File: src/rtl/imuf_pkg.sv
// IMU link deframer: shared types and constants.
// Used by the parser, result queue, top level and checker; no dependencies.
package imuf_pkg;

	localparam logic [7:0] DATA_CONTROL = 8'h40;
	localparam logic [7:0] DATA_ID      = 8'h52;
	localparam logic [7:0] MAX_LENGTH   = 8'd126;
	localparam logic [3:0] NO_FIELD     = 4'd15;

	localparam int TDATA_W = 72;

	typedef struct packed {
		logic        kind;
		logic [3:0]  quantity;
		logic [31:0] value_bits;
		logic [1:0]  frame_type;
		logic [7:0]  control_value;
		logic [7:0]  length_value;
		logic [7:0]  message_id;
		logic [7:0]  nack_code;
		logic        length_error;
		logic        last_of_run;
	} result_t;

endpackage

File: src/rtl/imuf_parser.sv
// IMU link deframer: frame parser, one byte per cycle, up to two results per byte.
// Depends on imuf_pkg.
module imuf_parser (
	input  logic                clk,
	input  logic                arst_n,
	input  logic                in_valid,
	input  logic [7:0]          in_byte,
	input  logic                in_sof,
	input  logic [5:0]          mask,
	output logic [1:0]          res_count,
	output imuf_pkg::result_t   res0,
	output imuf_pkg::result_t   res1
);

	typedef enum logic [1:0] {PH_IDLE, PH_LEN, PH_ID, PH_PAYLOAD} phase_t;

	function automatic logic [2:0] group_of(input logic [3:0] q);
		logic [2:0] g;
		case (q) inside
			[4'd1:4'd3]: g = 3'd0;
			[4'd4:4'd6]: g = 3'd1;
			[4'd7:4'd9]: g = 3'd2;
			4'd10:       g = 3'd3;
			4'd11:       g = 3'd4;
			default:     g = 3'd5;
		endcase
		return g;
	endfunction

	function automatic logic is_wide(input logic [3:0] q);
		return (q == 4'd10) || (q >= 4'd12 && q <= 4'd14);
	endfunction

	function automatic logic [3:0] next_field(input logic [3:0] q, input logic [5:0] m);
		logic [3:0] r;
		r = imuf_pkg::NO_FIELD;
		for (int n = 14; n >= 1; n--) begin
			if (4'(n) > q && m[group_of(4'(n))]) r = 4'(n);
		end
		return r;
	endfunction

	function automatic imuf_pkg::result_t make_summary(input logic [7:0] ctrl,
			input logic [7:0] len, input logic [7:0] id, input logic [7:0] nack,
			input logic err);
		imuf_pkg::result_t r;
		r = '0;
		r.kind          = 1'b1;
		r.frame_type    = ctrl[7:6];
		r.control_value = ctrl;
		r.length_value  = len;
		r.message_id    = err ? 8'd0 : id;
		r.nack_code     = err ? 8'd0 : nack;
		r.length_error  = err;
		return r;
	endfunction

	phase_t      phase_q, phase_d;
	logic [7:0]  control_q, control_d;
	logic [7:0]  length_q, length_d;
	logic [7:0]  id_q, id_d;
	logic [7:0]  nack_q, nack_d;
	logic [6:0]  pcount_q, pcount_d;
	logic [31:0] shift_q, shift_d;
	logic [3:0]  findex_q, findex_d;
	logic [1:0]  fbytes_q, fbytes_d;
	logic        is_data_q, is_data_d;

	logic [31:0] shift_n;
	logic [2:0]  fbytes_n;
	logic [31:0] val;
	logic [7:0]  pcount_p1;

	always_comb begin
		phase_d   = phase_q;
		control_d = control_q;
		length_d  = length_q;
		id_d      = id_q;
		nack_d    = nack_q;
		pcount_d  = pcount_q;
		shift_d   = shift_q;
		findex_d  = findex_q;
		fbytes_d  = fbytes_q;
		is_data_d = is_data_q;
		res_count = 2'd0;
		res0      = '0;
		res1      = '0;
		shift_n   = {shift_q[23:0], in_byte};
		fbytes_n  = {1'b0, fbytes_q} + 3'd1;
		val       = shift_n;
		pcount_p1 = {1'b0, pcount_q} + 8'd1;
		if (!is_wide(findex_q)) begin
			val = {{16{shift_n[15] && findex_q != 4'd0}}, shift_n[15:0]};
		end
		if (in_valid) begin
			if (in_sof) begin
				control_d = in_byte;
				length_d  = '0;
				id_d      = '0;
				nack_d    = '0;
				pcount_d  = '0;
				shift_d   = '0;
				findex_d  = '0;
				fbytes_d  = '0;
				is_data_d = 1'b0;
				phase_d   = PH_LEN;
			end else begin
				case (phase_q)
					PH_IDLE: begin
					end
					PH_LEN: begin
						length_d = in_byte;
						if (in_byte > imuf_pkg::MAX_LENGTH) begin
							res0      = make_summary(control_q, in_byte, id_q, nack_q, 1'b1);
							res_count = 2'd1;
							phase_d   = PH_IDLE;
						end else begin
							phase_d = PH_ID;
						end
					end
					PH_ID: begin
						id_d      = in_byte;
						is_data_d = control_q == imuf_pkg::DATA_CONTROL &&
							in_byte == imuf_pkg::DATA_ID && length_q > 8'd3;
						findex_d  = '0;
						fbytes_d  = '0;
						shift_d   = '0;
						pcount_d  = '0;
						if (length_q <= 8'd1) begin
							res0      = make_summary(control_q, length_q, in_byte, nack_q, 1'b0);
							res_count = 2'd1;
							phase_d   = PH_IDLE;
						end else begin
							phase_d = PH_PAYLOAD;
						end
					end
					PH_PAYLOAD: begin
						if (pcount_q == 7'd0) nack_d = in_byte;
						if (is_data_q && findex_q != imuf_pkg::NO_FIELD) begin
							if (fbytes_n >= (is_wide(findex_q) ? 3'd4 : 3'd2)) begin
								res0            = '0;
								res0.quantity   = findex_q;
								res0.value_bits = val;
								res_count       = 2'd1;
								findex_d        = next_field(findex_q, mask);
								shift_d         = '0;
								fbytes_d        = '0;
							end else begin
								shift_d  = shift_n;
								fbytes_d = fbytes_n[1:0];
							end
						end
						pcount_d = pcount_p1[6:0];
						if (pcount_p1 + 8'd1 >= length_q) begin
							if (res_count == 2'd1) begin
								res1      = make_summary(control_q, length_q, id_q, nack_d, 1'b0);
								res_count = 2'd2;
							end else begin
								res0      = make_summary(control_q, length_q, id_q, nack_d, 1'b0);
								res_count = 2'd1;
							end
							phase_d = PH_IDLE;
						end
					end
					default: phase_d = PH_IDLE;
				endcase
			end
		end
		if (res_count == 2'd1) res0.last_of_run = 1'b1;
		if (res_count == 2'd2) res1.last_of_run = 1'b1;
	end

	always_ff @(posedge clk or negedge arst_n) begin
		if (!arst_n) begin
			phase_q   <= PH_IDLE;
			control_q <= '0;
			length_q  <= '0;
			id_q      <= '0;
			nack_q    <= '0;
			pcount_q  <= '0;
			shift_q   <= '0;
			findex_q  <= '0;
			fbytes_q  <= '0;
			is_data_q <= 1'b0;
		end else begin
			phase_q   <= phase_d;
			control_q <= control_d;
			length_q  <= length_d;
			id_q      <= id_d;
			nack_q    <= nack_d;
			pcount_q  <= pcount_d;
			shift_q   <= shift_d;
			findex_q  <= findex_d;
			fbytes_q  <= fbytes_d;
			is_data_q <= is_data_d;
		end
	end

endmodule

File: src/rtl/imuf_result_queue.sv
// IMU link deframer: result queue, two pushes and one pop per cycle.
// Depends on imuf_pkg.
module imuf_result_queue #(
	parameter int DEPTH = 8
) (
	input  logic                          clk,
	input  logic                          arst_n,
	input  logic [1:0]                    push_count,
	input  imuf_pkg::result_t             push0,
	input  imuf_pkg::result_t             push1,
	input  logic                          pop,
	output logic                          out_valid,
	output imuf_pkg::result_t             out_data,
	output logic [$clog2(DEPTH+1)-1:0]    count
);

	localparam int IW = $clog2(DEPTH);
	localparam int CW = $clog2(DEPTH + 1);

	function automatic logic [IW-1:0] inc(input logic [IW-1:0] p);
		return (p == IW'(DEPTH - 1)) ? '0 : p + IW'(1);
	endfunction

	imuf_pkg::result_t mem_q [DEPTH];
	logic [IW-1:0] wr_q, rd_q;
	logic [CW-1:0] count_q;
	logic          do_pop;

	assign do_pop    = pop && count_q != '0;
	assign out_valid = count_q != '0;
	assign out_data  = mem_q[rd_q];
	assign count     = count_q;

	always_ff @(posedge clk) begin
		if (push_count != 2'd0) mem_q[wr_q] <= push0;
		if (push_count == 2'd2) mem_q[inc(wr_q)] <= push1;
	end

	always_ff @(posedge clk or negedge arst_n) begin
		if (!arst_n) begin
			wr_q    <= '0;
			rd_q    <= '0;
			count_q <= '0;
		end else begin
			if (push_count == 2'd1) wr_q <= inc(wr_q);
			else if (push_count == 2'd2) wr_q <= inc(inc(wr_q));
			if (do_pop) rd_q <= inc(rd_q);
			count_q <= count_q + CW'(push_count) - CW'(do_pop);
		end
	end

endmodule

File: src/rtl/imu_frame_deframer_top.sv
// IMU link deframer top level: input register, parser and result queue.
// Depends on imuf_pkg, imuf_parser and imuf_result_queue.

// Takes one received byte per cycle and is ready again at once while the
// result queue has room; results leave at one beat per cycle while m_tready is
// high, so a byte that completes a field and ends the frame costs two output
// beats. The first result of a byte reaches the output through the input
// register, then the queue, and can leave at the next edge.
// DEPTH (at least 4) sizes the result queue; ready drops when the queue and
// the byte in flight could not absorb two more results.
module imu_frame_deframer_top #(
	parameter int DEPTH = 8
) (
	input  logic                          clk,
	input  logic                          arst_n,
	input  logic                          cfg_wr_en,
	input  logic [5:0]                    cfg_wr_data,
	input  logic                          s_tvalid,
	output logic                          s_tready,
	input  logic [7:0]                    s_tdata,  // rx_byte
	input  logic                          s_tuser,  // start_of_frame
	output logic                          m_tvalid,
	input  logic                          m_tready,
	// quantity, value_bits, frame_type, control_value, length_value, message_id,
	// nack_code, length_error, zero pad
	output logic [imuf_pkg::TDATA_W-1:0]  m_tdata,
	output logic                          m_tuser,  // result_kind
	output logic                          m_tlast   // last_of_run
);

	localparam int CW = $clog2(DEPTH + 1);

	logic [5:0]        mask_q;
	logic              valid_s1;
	logic [7:0]        byte_s1;
	logic              sof_s1;
	logic [1:0]        res_count;
	imuf_pkg::result_t res0, res1, head;
	logic [CW-1:0]     count;
	logic [CW:0]       occupancy;

	assign occupancy = {1'b0, count} + {{(CW-1){1'b0}}, valid_s1, 1'b0};
	assign s_tready  = occupancy <= (CW+1)'(DEPTH - 2);

	always_ff @(posedge clk or negedge arst_n) begin
		if (!arst_n) begin
			mask_q   <= 6'd63;
			valid_s1 <= 1'b0;
		end else begin
			if (cfg_wr_en) mask_q <= cfg_wr_data;
			valid_s1 <= s_tvalid && s_tready;
		end
	end

	always_ff @(posedge clk) begin
		if (s_tvalid && s_tready) begin
			byte_s1 <= s_tdata;
			sof_s1  <= s_tuser;
		end
	end

	imuf_parser u_parser (
		.clk       (clk),
		.arst_n    (arst_n),
		.in_valid  (valid_s1),
		.in_byte   (byte_s1),
		.in_sof    (sof_s1),
		.mask      (mask_q),
		.res_count (res_count),
		.res0      (res0),
		.res1      (res1)
	);

	imuf_result_queue #(.DEPTH(DEPTH)) u_queue (
		.clk        (clk),
		.arst_n     (arst_n),
		.push_count (res_count),
		.push0      (res0),
		.push1      (res1),
		.pop        (m_tready),
		.out_valid  (m_tvalid),
		.out_data   (head),
		.count      (count)
	);

	assign m_tuser = head.kind;
	assign m_tlast = head.last_of_run;
	assign m_tdata = {1'b0, head.length_error, head.nack_code, head.message_id,
		head.length_value, head.control_value, head.frame_type, head.value_bits,
		head.quantity};

endmodule

File: config.mk
export PLATFORM = sky130hd
export DESIGN_NAME = imu_frame_deframer_top
export DESIGN_NICKNAME = d
export VERILOG_FILES = /design/src/rtl/imuf_pkg.sv /design/src/rtl/imuf_parser.sv /design/src/rtl/imuf_result_queue.sv /design/src/rtl/imu_frame_deframer_top.sv
export SDC_FILE = /design/constraint.sdc
export NUM_CORES = 1
export LEC_CHECK = 0
export BUFFER_PORTS_ARGS = -buffer_cell sky130_fd_sc_hd__buf_2
export CAP_MARGIN = 15
export CORE_MARGIN = 2
export CORE_UTILIZATION = 56
export CTS_CLUSTER_SIZE = 14
export DETAILED_ROUTE_END_ITERATION = 8
export GPL_TIMING_DRIVEN = 0
export PLACE_DENSITY = 0.76
export SLEW_MARGIN = 10
export SYNTH_ARGS = -nofsm -noshare
export SYNTH_HDL_FRONTEND = slang
export SYNTH_SLANG_ARGS = --single-unit
File: constraint.sdc
create_clock -name clk -period 5.3 [get_ports clk]
set_clock_uncertainty 0.15 [all_clocks]
set_input_delay 0 -clock clk [delete_from_list [all_inputs] [get_ports clk]]
set_output_delay 0 -clock clk [all_outputs]
set_load 0.01 [all_outputs]
==> report_table.html, run 1 <==
<table>
<tr><th>Metric</th><th>Value</th></tr>
<tr><th colspan="2">Power</th></tr>
<tr><td>Leakage dissipation</td><td>12.0 nW</td></tr>
<tr><td>Pwr Total</td><td>14.8 mW</td></tr>
<tr><td>Worst vdd rail ir drop</td><td>0.290 mV</td></tr>
<tr><td>Power per cell area</td><td>423 nW/µm²</td></tr>
<tr><th colspan="2">Min path</th></tr>
<tr><td>Critical hold path startpoint</td><td>cfg_wr_en</td></tr>
<tr><td>Number of cells on the worst hold path</td><td>3</td></tr>
<tr><td>Hold-critical path endpoint</td><td>mask_q[1]</td></tr>
<tr><td>Class of the most critical hold timing path</td><td>input port to register</td></tr>
<tr><th colspan="2">Placed design</th></tr>
<tr><td>Post-place setup slack</td><td>-2.08 ns</td></tr>
<tr><td>Buffers on Ports</td><td>93</td></tr>
<tr><td>Hpwl dp</td><td>65800 µm</td></tr>
<tr><td>Placer Congestion</td><td>0.973</td></tr>
<tr><th colspan="2">Logic synthesis</th></tr>
<tr><td>Syn. warnings</td><td>0</td></tr>
<tr><td>Area leader, netlist</td><td>sky130_fd_sc_hd__edfxtp_1</td></tr>
<tr><td>Largest family of logic cells by synthesized area</td><td>multiplexers</td></tr>
<tr><td>Area of the mapped netlist</td><td>30400 µm²</td></tr>
<tr><td>Number of distinct standard cells referenced by the synthesized netlist</td><td>72</td></tr>
<tr><td>Syn Nets</td><td>roughly 2700</td></tr>
<tr><td>Average cell area after synthesis</td><td>11.4 µm²</td></tr>
<tr><td>Number of enable flip-flop cells after synthesis</td><td>281</td></tr>
<tr><td>Number of synthesized register bits</td><td>666</td></tr>
<tr><td>Simple-gate share of the synthesized area</td><td>0.120</td></tr>
<tr><td>Asr flop ratio synth</td><td>0.134</td></tr>
<tr><td>Share of synthesized cell area in full adder, half adder and majority cells</td><td>0.0149</td></tr>
<tr><td>Area fraction of the dominant cell type after synthesis</td><td>0.278</td></tr>
<tr><td>Sequential share of the synthesized area</td><td>0.546</td></tr>
<tr><td>Mux share of post-synthesis cell area</td><td>0.140</td></tr>
<tr><td>Synthesized instance count</td><td>2672</td></tr>
<tr><td>Area fraction in compound gates after synthesis</td><td>0.135</td></tr>
<tr><td>XOR/XNOR Fraction of Synth Area</td><td>0.00432</td></tr>
<tr><td>Dominant cells by area after synthesis</td><td>sky130_fd_sc_hd__edfxtp_1 28%, sky130_fd_sc_hd__dfxtp_1 19%, sky130_fd_sc_hd__mux4_2 11%, sky130_fd_sc_hd__dfrtp_1 6.8%, sky130_fd_sc_hd__nand3_1 5.1%</td></tr>
<tr><td>Top flip-flop cell by instance count after synthesis</td><td>sky130_fd_sc_hd__dfxtp_1</td></tr>
<tr><th colspan="2">Timing</th></tr>
<tr><td>Worst-case setup margin in the final layout</td><td>~0.043 ns</td></tr>
<tr><td>Final period utilization</td><td>0.992</td></tr>
<tr><td>Fmax achieved</td><td>190 MHz</td></tr>
<tr><td>Final setup viols</td><td>0</td></tr>
<tr><td>Worst-case headroom to the max-slew limit</td><td>0.122</td></tr>
<tr><td>Slew @ Worst Pin</td><td>1.31 ns</td></tr>
<tr><td>Post-Route Setup TNS</td><td>0 ns</td></tr>
<tr><td>Post-layout minimum cycle time</td><td>between 5 and 6 ns</td></tr>
<tr><td>Number of max-slew violations in the final report</td><td>0</td></tr>
<tr><td>Endpoints failing hold</td><td>0</td></tr>
<tr><th colspan="2">Global route</th></tr>
<tr><td>Met2 demand-to-capacity share in global routing</td><td>0.577</td></tr>
<tr><td>Combined global-route utilization of all metal layers</td><td>0.354</td></tr>
<tr><td>GR Overflow Total</td><td>0</td></tr>
<tr><td>Routing usage on met3</td><td>0.0789</td></tr>
<tr><td>Busiest grt layer</td><td>met2</td></tr>
<tr><td>First-pass GRT wire length</td><td>between 100000 and 150000 µm</td></tr>
<tr><td>Largest net degree at the start of global routing</td><td>44</td></tr>
<tr><td>Global-route met1 utilization</td><td>0.430</td></tr>
<tr><td>Antenna violations before repair</td><td>1</td></tr>
<tr><td>Number of global-route vias before repair</td><td>25200</td></tr>
<tr><th colspan="2">Critical path</th></tr>
<tr><td>Data required, critical path</td><td>~5.6 ns</td></tr>
<tr><td>Slowest stage cell, crit path</td><td>sky130_fd_sc_hd__dfrtp_1</td></tr>
<tr><td>Crit path arrival time</td><td>roughly 5.6 ns</td></tr>
<tr><td>Setup crit end kind</td><td>register</td></tr>
<tr><td>Setup crit start kind</td><td>register</td></tr>
<tr><td>Critical path class</td><td>register to register</td></tr>
<tr><td>Buffer and inverter count on the worst path</td><td>2</td></tr>
<tr><td>Startpoint of the worst register-to-register path</td><td>u_parser.pcount_q[4]</td></tr>
<tr><td>Slowest stage delay, CP</td><td>0.48 ns</td></tr>
<tr><td>List of cells traversed by the critical path</td><td>nand2_1, nor2_4, xor2_1, nand4_1, xor2_1, ha_1, nand4_1, or3_1, nand2_2, ha_1, nand2_2, inv_2, ha_2, nand2_1, nor3_1, nand2_1, clkbuf_1, o22ai_1</td></tr>
<tr><td>Most common cell type on the critical path</td><td>sky130_fd_sc_hd__nand2_1</td></tr>
<tr><td>Reg-to-reg critical path endpoint</td><td>u_queue.mem_q[5][24]</td></tr>
<tr><td>Worst setup slack for register-to-register paths</td><td>between 0.04 and 0.05 ns</td></tr>
<tr><td>Count of cells along the worst register-to-register path</td><td>18</td></tr>
<tr><td>Kind of cell adding the most delay to the critical path</td><td>simple AND/OR/NAND/NOR gates</td></tr>
<tr><td>Maximum fanout along the worst path</td><td>10</td></tr>
<tr><th colspan="2">Finish</th></tr>
<tr><td>Synth-to-layout area growth</td><td>15.0%</td></tr>
<tr><td>Share of post-route cells with drive strength above 1</td><td>0.203</td></tr>
<tr><td>Antenna Diode Count</td><td>0</td></tr>
<tr><td>Fill count</td><td>3945</td></tr>
<tr><td>Layout Utilization</td><td>0.651</td></tr>
<tr><td>Final Net Count</td><td>slightly below 3000</td></tr>
<tr><th colspan="2">Drt</th></tr>
<tr><td>Via/cell ratio</td><td>7.01</td></tr>
<tr><td>Detail Route Antenna Nets</td><td>0</td></tr>
<tr><td>Routed WL</td><td>just over 100000 µm</td></tr>
<tr><td>Average detailed-routed wire length per instance</td><td>27.7 µm</td></tr>
<tr><td>Remaining routing DRC violations</td><td>0</td></tr>
<tr><td>Number of DRC markers in iteration 0</td><td>3844</td></tr>
<tr><td>First-pass iteration count of the detailed router</td><td>8</td></tr>
<tr><td>Via count</td><td>around 26000</td></tr>
<tr><th colspan="2">Clock tree</th></tr>
<tr><td>Clock tree root driver cell</td><td>sky130_fd_sc_hd__clkbuf_16</td></tr>
<tr><td>Number of H-tree levels</td><td>3</td></tr>
<tr><td>Clk sink count</td><td>666</td></tr>
<tr><td>CTS Buffer Depth</td><td>3</td></tr>
<tr><td>Insertion delay to the later sink of the worst-skew pair</td><td>between 0.6 and 0.7 ns</td></tr>
<tr><td>TritonCTS clock tree</td><td>done</td></tr>
<tr><td>TritonCTS buffer count</td><td>69</td></tr>
<tr><td>Clock transition at path regs</td><td>0.06 ns</td></tr>
<tr><th colspan="2">Floorplan</th></tr>
<tr><td>Starting density of the core</td><td>0.566</td></tr>
<tr><td>Placeable core region</td><td>53700 µm²</td></tr>
<tr><td>X dimension of the die</td><td>237 µm</td></tr>
<tr><td>Top-Level Pins</td><td>96</td></tr>
<tr><td>Height of the die</td><td>237 µm</td></tr>
<tr><td>Die outline area</td><td>56200 µm²</td></tr>
<tr><td>Number of placement rows</td><td>85</td></tr>
<tr><th colspan="2">Job</th></tr>
<tr><td>MaxCap Viol Count</td><td>0</td></tr>
<tr><th colspan="2">Outcome</th></tr>
<tr><td>Status</td><td>complete, no violations</td></tr>
</table>
## state kept, by name (all words and copies together) (netlist names)
name / flops
u_parser.fbytes_q: 2
u_parser.is_data_q: 1
u_queue.rd_q: 3
u_parser.length_q: 8
mask_q: 6
u_parser.pcount_q: 7
byte_s1: 8
u_parser.shift_q: 24
u_parser.control_q: 8
u_parser.phase_q: 2
u_queue.mem_q: 568
sof_s1: 1
u_queue.wr_q: 3
valid_s1: 1
u_parser.id_q: 8
u_parser.nack_q: 8
u_queue.count: 4
u_parser.findex_q: 4
## tightest hold or removal path: stages
cell                            delay, ns
sky130_fd_sc_hd__clkbuf_1            0.16
sky130_fd_sc_hd__mux2_2              0.25
sky130_fd_sc_hd__dlygate4sd3_1       0.54
## what timing repair did
| action | in CTS | in global routing |
|---|---|---|
| endpoints found under the hold margin | 117 | 0 |
| setup endpoints to repair | 690 | 589 |
| hold buffers | 41 | 0 |
| cloned | 3 | 3 |
| gates resized for setup | 58 | 60 |
| buffers inserted | 1 | 9 |
| pin swaps | 2 | 6 |
## how the worst max path moves through the flow
stage / slack (ns) / depth (start not counted) / start / endpoint
global placement: -2.35 / 15 / u_parser.findex_q[2] / u_queue.mem_q[1][35]
global route: -0.04 / 19 / u_parser.pcount_q[1] / u_queue.mem_q[5][24]
detailed placement: -2.08 / 17 / u_parser.findex_q[2] / u_queue.mem_q[2][30]
CTS: 0.02 / 21 / u_parser.pcount_q[0] / u_queue.mem_q[4][7]
floorplan: 0.03 / 19 / u_parser.pcount_q[2] / u_queue.mem_q[7][0]
finish: 0.04 / 18 / u_parser.pcount_q[4] / u_queue.mem_q[5][24]
## cells in the mapped netlist (67+ instances only)
master / instances
sky130_fd_sc_hd__a21oi_1: 94
sky130_fd_sc_hd__and2_1: 67
sky130_fd_sc_hd__clkbuf_1: 177
sky130_fd_sc_hd__dfrtp_1: 83
sky130_fd_sc_hd__dfxtp_1: 296
sky130_fd_sc_hd__edfxtp_1: 281
sky130_fd_sc_hd__mux2_2: 87
sky130_fd_sc_hd__mux4_2: 142
sky130_fd_sc_hd__nand2_1: 273
sky130_fd_sc_hd__nand3_1: 311
sky130_fd_sc_hd__o21ai_0: 264
sky130_fd_sc_hd__o22ai_1: 179
## metal layers
metal / vias up / share of wire / routed length (µm)
met4: 2 / 0.072 / 7260
met5: - / 0.000099 / 10
met3: 527 / 0.11 / 11500
li1: 10500 / - / -
met2: 2037 / 0.47 / 47300
met1: 12400 / 0.34 / 34600
## metrics by stage
step / hold WS, ns / area, µm² / instances
final: 0.203 / 35000 / 3637
after global routing: 0.231 / 35000 / 3637
after CTS: 0.191 / 34700 / 3629
after detailed placement: -0.0687 / 31900 / 3468
after global placement: 0.0270 / 31700 / 3461
after floorplan: -0.446 / 30400 / 2672
## final cells by class
cell class | count | area [µm²] | area share
timing repair buffer | 152 | 1150 | 0.0329
clock inverter | 25 | 208 | 0.00594
inverter | 30 | 113 | 0.00322
sequential | 666 | 16600 | 0.475
multi-input combinational | 1737 | 13000 | 0.370
tap | 696 | 871 | 0.0249
clock buffer | 100 | 1960 | 0.0559
buffer | 231 | 1110 | 0.0318
## power by group
part	total (mW)	internal, mW	switching (mW)
clock network	4.75	2.68	2.08
registers	5.91	5.59	0.324
logic	4.11	1.53	2.58
## cell families (layout without fill, tap and decap cells)
group,after synthesis,count (layout)
simple gates,762,768
compound gates,680,680
flops,666,666
buf+inv,275,538
mux,238,238
fa+ha+maj,35,35
xor+xnor,15,15
other cells,1,1
## placed cells by master, fill, tap and decap left out, types with 14 or more instances in the layout
cell | netlist | final
sky130_fd_sc_hd__a21oi_1 | 94 | 94
sky130_fd_sc_hd__a22o_1 | 15 | 15
sky130_fd_sc_hd__a22oi_1 | 24 | 24
sky130_fd_sc_hd__and2_1 | 67 | 67
sky130_fd_sc_hd__buf_1 | 22 | 21
sky130_fd_sc_hd__buf_2 | 27 | 111
sky130_fd_sc_hd__buf_4 | 5 | 20
sky130_fd_sc_hd__buf_6 | 12 | 14
sky130_fd_sc_hd__clkbuf_1 | 177 | 160
sky130_fd_sc_hd__clkbuf_16 | 0 | 71
sky130_fd_sc_hd__clkbuf_2 | 2 | 16
sky130_fd_sc_hd__clkinv_2 | 0 | 14
sky130_fd_sc_hd__dfrtp_1 | 83 | 78
sky130_fd_sc_hd__dfxtp_1 | 296 | 296
sky130_fd_sc_hd__dlygate4sd3_1 | 0 | 40
sky130_fd_sc_hd__edfxtp_1 | 281 | 281
sky130_fd_sc_hd__ha_1 | 33 | 31
sky130_fd_sc_hd__inv_1 | 29 | 28
sky130_fd_sc_hd__mux2_2 | 87 | 87
sky130_fd_sc_hd__mux4_2 | 142 | 142
sky130_fd_sc_hd__nand2_1 | 273 | 263
sky130_fd_sc_hd__nand3_1 | 311 | 309
sky130_fd_sc_hd__nor2_1 | 27 | 26
sky130_fd_sc_hd__o21a_1 | 20 | 20
sky130_fd_sc_hd__o21ai_0 | 264 | 264
sky130_fd_sc_hd__o21ai_1 | 19 | 19
sky130_fd_sc_hd__o22ai_1 | 179 | 179
sky130_fd_sc_hd__o22ai_2 | 15 | 15
sky130_fd_sc_hd__or2_2 | 14 | 14
Note: power is estimated with default switching activity, not from simulation.
==> run 2, diff against run 1 <==
--- a/config.mk
+++ b/config.mk
@@ -9,7 +9,7 @@
 export CAP_MARGIN = 15
 export CORE_MARGIN = 2
 export CORE_UTILIZATION = 56
-export CTS_CLUSTER_SIZE = 14
+export CTS_CLUSTER_SIZE = 12
 export DETAILED_ROUTE_END_ITERATION = 8
 export GPL_TIMING_DRIVEN = 0
 export PLACE_DENSITY = 0.76
==> constraint.sdc (replaced) <==
create_clock -name clk -period 5.3 [get_ports clk]
set_clock_uncertainty 0.15 [all_clocks]
set_input_delay 0.265 -clock clk [delete_from_list [all_inputs] [get_ports clk]]
set_output_delay 0.265 -clock clk [all_outputs]
set_load 0.01 [all_outputs]
==> run 2 against run 1 <==
  * Clock power is 2% lower
  * Register-to-register slack better by 0.11 ns
  * Flip-flop and latch count unchanged
  * Sequential share of layout area is 0.30 points higher
  * Combinational power barely moved
  * Setup slack improved by 0.11 ns
  * Core utilization is 0.42 points lower
  * Final cell count is 0.60% lower
  * Routed wire length is 1.3% lower
  * Fmax increased by 2.2%
  * Sequential power about the same
  * Largest cell class unchanged
  * Largest power group unchanged
==> report_table.html, run 2 (synthesis gave the netlist of run 1 again) <==
<table>
<tr><th>Metric</th><th>Value</th></tr>
<tr><th colspan="2">Floorplan</th></tr>
<tr><td>Number of placement rows</td><td>85 (unchanged)</td></tr>
<tr><td>Placeable core region</td><td>53700 µm² (unchanged)</td></tr>
<tr><td>Starting density of the core</td><td>0.566 (unchanged)</td></tr>
<tr><td>X dimension of the die</td><td>237 µm (unchanged)</td></tr>
<tr><td>Die outline area</td><td>56200 µm² (unchanged)</td></tr>
<tr><td>Height of the die</td><td>237 µm (unchanged)</td></tr>
<tr><td>Top-Level Pins</td><td>96 (unchanged)</td></tr>
<tr><th colspan="2">Global route</th></tr>
<tr><td>First-pass GRT wire length</td><td>148000 µm (-1.1%)</td></tr>
<tr><td>Antenna violations before repair</td><td>1 (unchanged)</td></tr>
<tr><td>Combined global-route utilization of all metal layers</td><td>0.350 (-0.00409)</td></tr>
<tr><td>Largest net degree at the start of global routing</td><td>51 (+16%)</td></tr>
<tr><td>GR Overflow Total</td><td>0 (unchanged)</td></tr>
<tr><td>Number of global-route vias before repair</td><td>25000 (-0.64%)</td></tr>
<tr><th colspan="2">Critical path</th></tr>
<tr><td>Crit path arrival time</td><td>5.36 ns (-0.20 ns)</td></tr>
<tr><td>Setup crit start kind</td><td>register</td></tr>
<tr><td>Data required, critical path</td><td>5.51 ns (-0.09 ns)</td></tr>
<tr><td>Maximum fanout along the worst path</td><td>23 (+13)</td></tr>
<tr><td>Critical path class</td><td>register to register</td></tr>
<tr><td>Setup crit end kind</td><td>register</td></tr>
<tr><th colspan="2">Timing</th></tr>
<tr><td>Slew @ Worst Pin</td><td>1.17 ns (-0.136 ns)</td></tr>
<tr><td>Worst-case setup margin in the final layout</td><td>0.154 ns (+0.112 ns)</td></tr>
<tr><td>Number of max-slew violations in the final report</td><td>0 (unchanged)</td></tr>
<tr><td>Post-layout minimum cycle time</td><td>5.15 ns (-0.112 ns)</td></tr>
<tr><td>Worst-case headroom to the max-slew limit</td><td>0.219 (+0.0973)</td></tr>
<tr><td>Final setup viols</td><td>0 (unchanged)</td></tr>
<tr><td>Worst hold slack</td><td>0.0534 ns (-0.149 ns)</td></tr>
<tr><td>Final period utilization</td><td>0.971 (-0.0211)</td></tr>
<tr><td>Fmax achieved</td><td>194 MHz (+2.2%)</td></tr>
<tr><td>Endpoints failing hold</td><td>0 (unchanged)</td></tr>
<tr><th colspan="2">Drt</th></tr>
<tr><td>Remaining routing DRC violations</td><td>0 (unchanged)</td></tr>
<tr><td>Detail Route Antenna Nets</td><td>0 (unchanged)</td></tr>
<tr><td>First-pass iteration count of the detailed router</td><td>6 (-2)</td></tr>
<tr><td>Number of DRC markers in iteration 0</td><td>3692 (-4.0%)</td></tr>
<tr><td>Via count</td><td>25200 (-1.2%)</td></tr>
<tr><td>Routed WL</td><td>99200 µm (-1.3%)</td></tr>
<tr><td>Via/cell ratio</td><td>6.97 (-0.63%)</td></tr>
<tr><td>Average detailed-routed wire length per instance</td><td>27.5 µm (-0.74%)</td></tr>
<tr><th colspan="2">Power</th></tr>
<tr><td>Worst vdd rail ir drop</td><td>0.272 mV (-6.0%)</td></tr>
<tr><td>Power per cell area</td><td>422 nW/µm² (-0.12%)</td></tr>
<tr><td>Leakage dissipation</td><td>11.9 nW (-0.79%)</td></tr>
<tr><th colspan="2">Placed design</th></tr>
<tr><td>Placer Congestion</td><td>0.973 (unchanged)</td></tr>
<tr><td>Buffers on Ports</td><td>93 (unchanged)</td></tr>
<tr><td>Hpwl dp</td><td>65800 µm (unchanged)</td></tr>
<tr><td>Post-place setup slack</td><td>-2.08 ns (unchanged)</td></tr>
<tr><th colspan="2">Finish</th></tr>
<tr><td>Share of post-route cells with drive strength above 1</td><td>0.203 (about the same)</td></tr>
<tr><td>Flip-flop count of the largest register, all copies and words added</td><td>568 (unchanged)</td></tr>
<tr><td>Registers with the most flip-flops</td><td>u_queue.mem_q: 568 flops, u_parser.shift_q: 24 flops</td></tr>
<tr><td>Top reg by flops</td><td>u_queue.mem_q</td></tr>
<tr><td>Most frequent standard cell in the layout excluding fill and tap cells</td><td>sky130_fd_sc_hd__nand3_1</td></tr>
<tr><td>Layout Utilization</td><td>0.647 (-0.00417)</td></tr>
<tr><td>Most used cells in the layout excluding fill and tap cells</td><td>309 x sky130_fd_sc_hd__nand3_1, 296 x sky130_fd_sc_hd__dfxtp_1, 281 x sky130_fd_sc_hd__edfxtp_1</td></tr>
<tr><td>Final Net Count</td><td>2928 (-0.48%)</td></tr>
<tr><td>Antenna Diode Count</td><td>0 (unchanged)</td></tr>
<tr><td>Synth-to-layout area growth</td><td>14.3%</td></tr>
<tr><th colspan="2">Clock tree</th></tr>
<tr><td>Clock tree root driver cell</td><td>sky130_fd_sc_hd__clkbuf_16</td></tr>
<tr><td>Number of H-tree levels</td><td>3 (unchanged)</td></tr>
<tr><td>Insertion delay to the later sink of the worst-skew pair</td><td>0.63 ns (about the same)</td></tr>
<tr><td>TritonCTS buffer count</td><td>70 (+1.4%)</td></tr>
<tr><td>Clk sink count</td><td>666 (unchanged)</td></tr>
<tr><td>CTS Buffer Depth</td><td>3 (unchanged)</td></tr>
<tr><td>Clock transition at path regs</td><td>0.06 ns (about the same)</td></tr>
<tr><td>TritonCTS clock tree</td><td>done</td></tr>
<tr><th colspan="2">Outcome</th></tr>
<tr><td>Status</td><td>complete, no violations</td></tr>
<tr><th colspan="2">Job</th></tr>
<tr><td>MaxCap Viol Count</td><td>0 (unchanged)</td></tr>
<tr><th colspan="2">Min path</th></tr>
<tr><td>Class of the most critical hold timing path</td><td>input port to register</td></tr>
</table>
run 2: routing by layer:
layer | up-vias | GRT usage | share of wire
met1 | 12300 | 0.427 | 0.35
met5 | - | 0 | 0.000071
met2 | 1899 | 0.565 | 0.47
li1 | 10500 | - | -
met4 | 2 | 0.216 | 0.069
met3 | 500 | 0.0846 | 0.11
run 2: report_power, final:
| group | internal [mW] | leakage (nW) | switching (mW) | total, mW |
|---|---|---|---|---|
| combinational | 1.52 | 4.83 | 2.58 | 4.10 |
| clock | 2.64 | 1.04 | 2.02 | 4.66 |
| sequential | 5.59 | 6.00 | 0.321 | 5.91 |
run 2: timing repair:
action	CTS	global route
endpoints found under the setup margin	683	522
hold buffers	23	0
hold endpoints to repair	65	0
cloned	3	3
resized for setup	58	62
pin swaps	3	6
setup buffers	1	11
run 2: final cells by class:
cell class / count / area, µm²
repair buffers: 136 / 967
clock buffers: 104 / 2030
plain buffers: 232 / 1110
inverters: 30 / 113
fillers: 3987 / 19000
well taps: 696 / 871
flip-flops and latches: 666 / 16600
clock inverters: 14 / 95.1
multi-input cells: 1737 / 13000
run 2: worst max-delay path: stages (launching register included):
cell                       delay [ns]
sky130_fd_sc_hd__dfrtp_1         0.71
sky130_fd_sc_hd__o21ai_0         0.22
sky130_fd_sc_hd__nand2b_2        0.34
sky130_fd_sc_hd__clkbuf_2        0.26
sky130_fd_sc_hd__fa_1            0.57
sky130_fd_sc_hd__nand3_2         0.23
sky130_fd_sc_hd__inv_1           0.11
sky130_fd_sc_hd__ha_1            0.23
sky130_fd_sc_hd__nand3b_1        0.13
sky130_fd_sc_hd__a21oi_1         0.11
sky130_fd_sc_hd__a211o_4         0.32
sky130_fd_sc_hd__nand4_1         0.13
sky130_fd_sc_hd__clkbuf_4        0.34
sky130_fd_sc_hd__buf_6           0.24
sky130_fd_sc_hd__buf_2           0.34
sky130_fd_sc_hd__nand2_8         0.18
sky130_fd_sc_hd__buf_12          0.23
run 2: through the flow:
stage / cell area (µm²) / std cells / power [mW] / TNS [ns]
after floorplan: 30400 / 2672 / 8.60 / 0
after global placement: 31700 / 3461 / 9.81 / -688.40
after detailed placement: 31900 / 3468 / 9.93 / -524.29
after CTS: 34500 / 3604 / 14.5 / 0
after global routing: 34700 / 3615 / 15.1 / -0.0201
final: 34700 / 3615 / 14.7 / 0
run 2: final timing paths:
check	from	to	slack (ns)	cells after the start
worst min-delay path	m_tready	u_queue.rd_q[0]	0.05	3
worst max-delay path	u_parser.findex_q[2]	u_queue.mem_q[1][26]	0.15	16
worst max register to register	u_parser.findex_q[2]	u_queue.mem_q[1][26]	0.15	16
max in group asynchronous	arst_n	u_parser.shift_q[3]	4.21	3
worst min register to register	u_queue.mem_q[0][65]	u_queue.mem_q[0][65]	0.30	2
min in group asynchronous	arst_n	u_parser.findex_q[0]	0.07	2
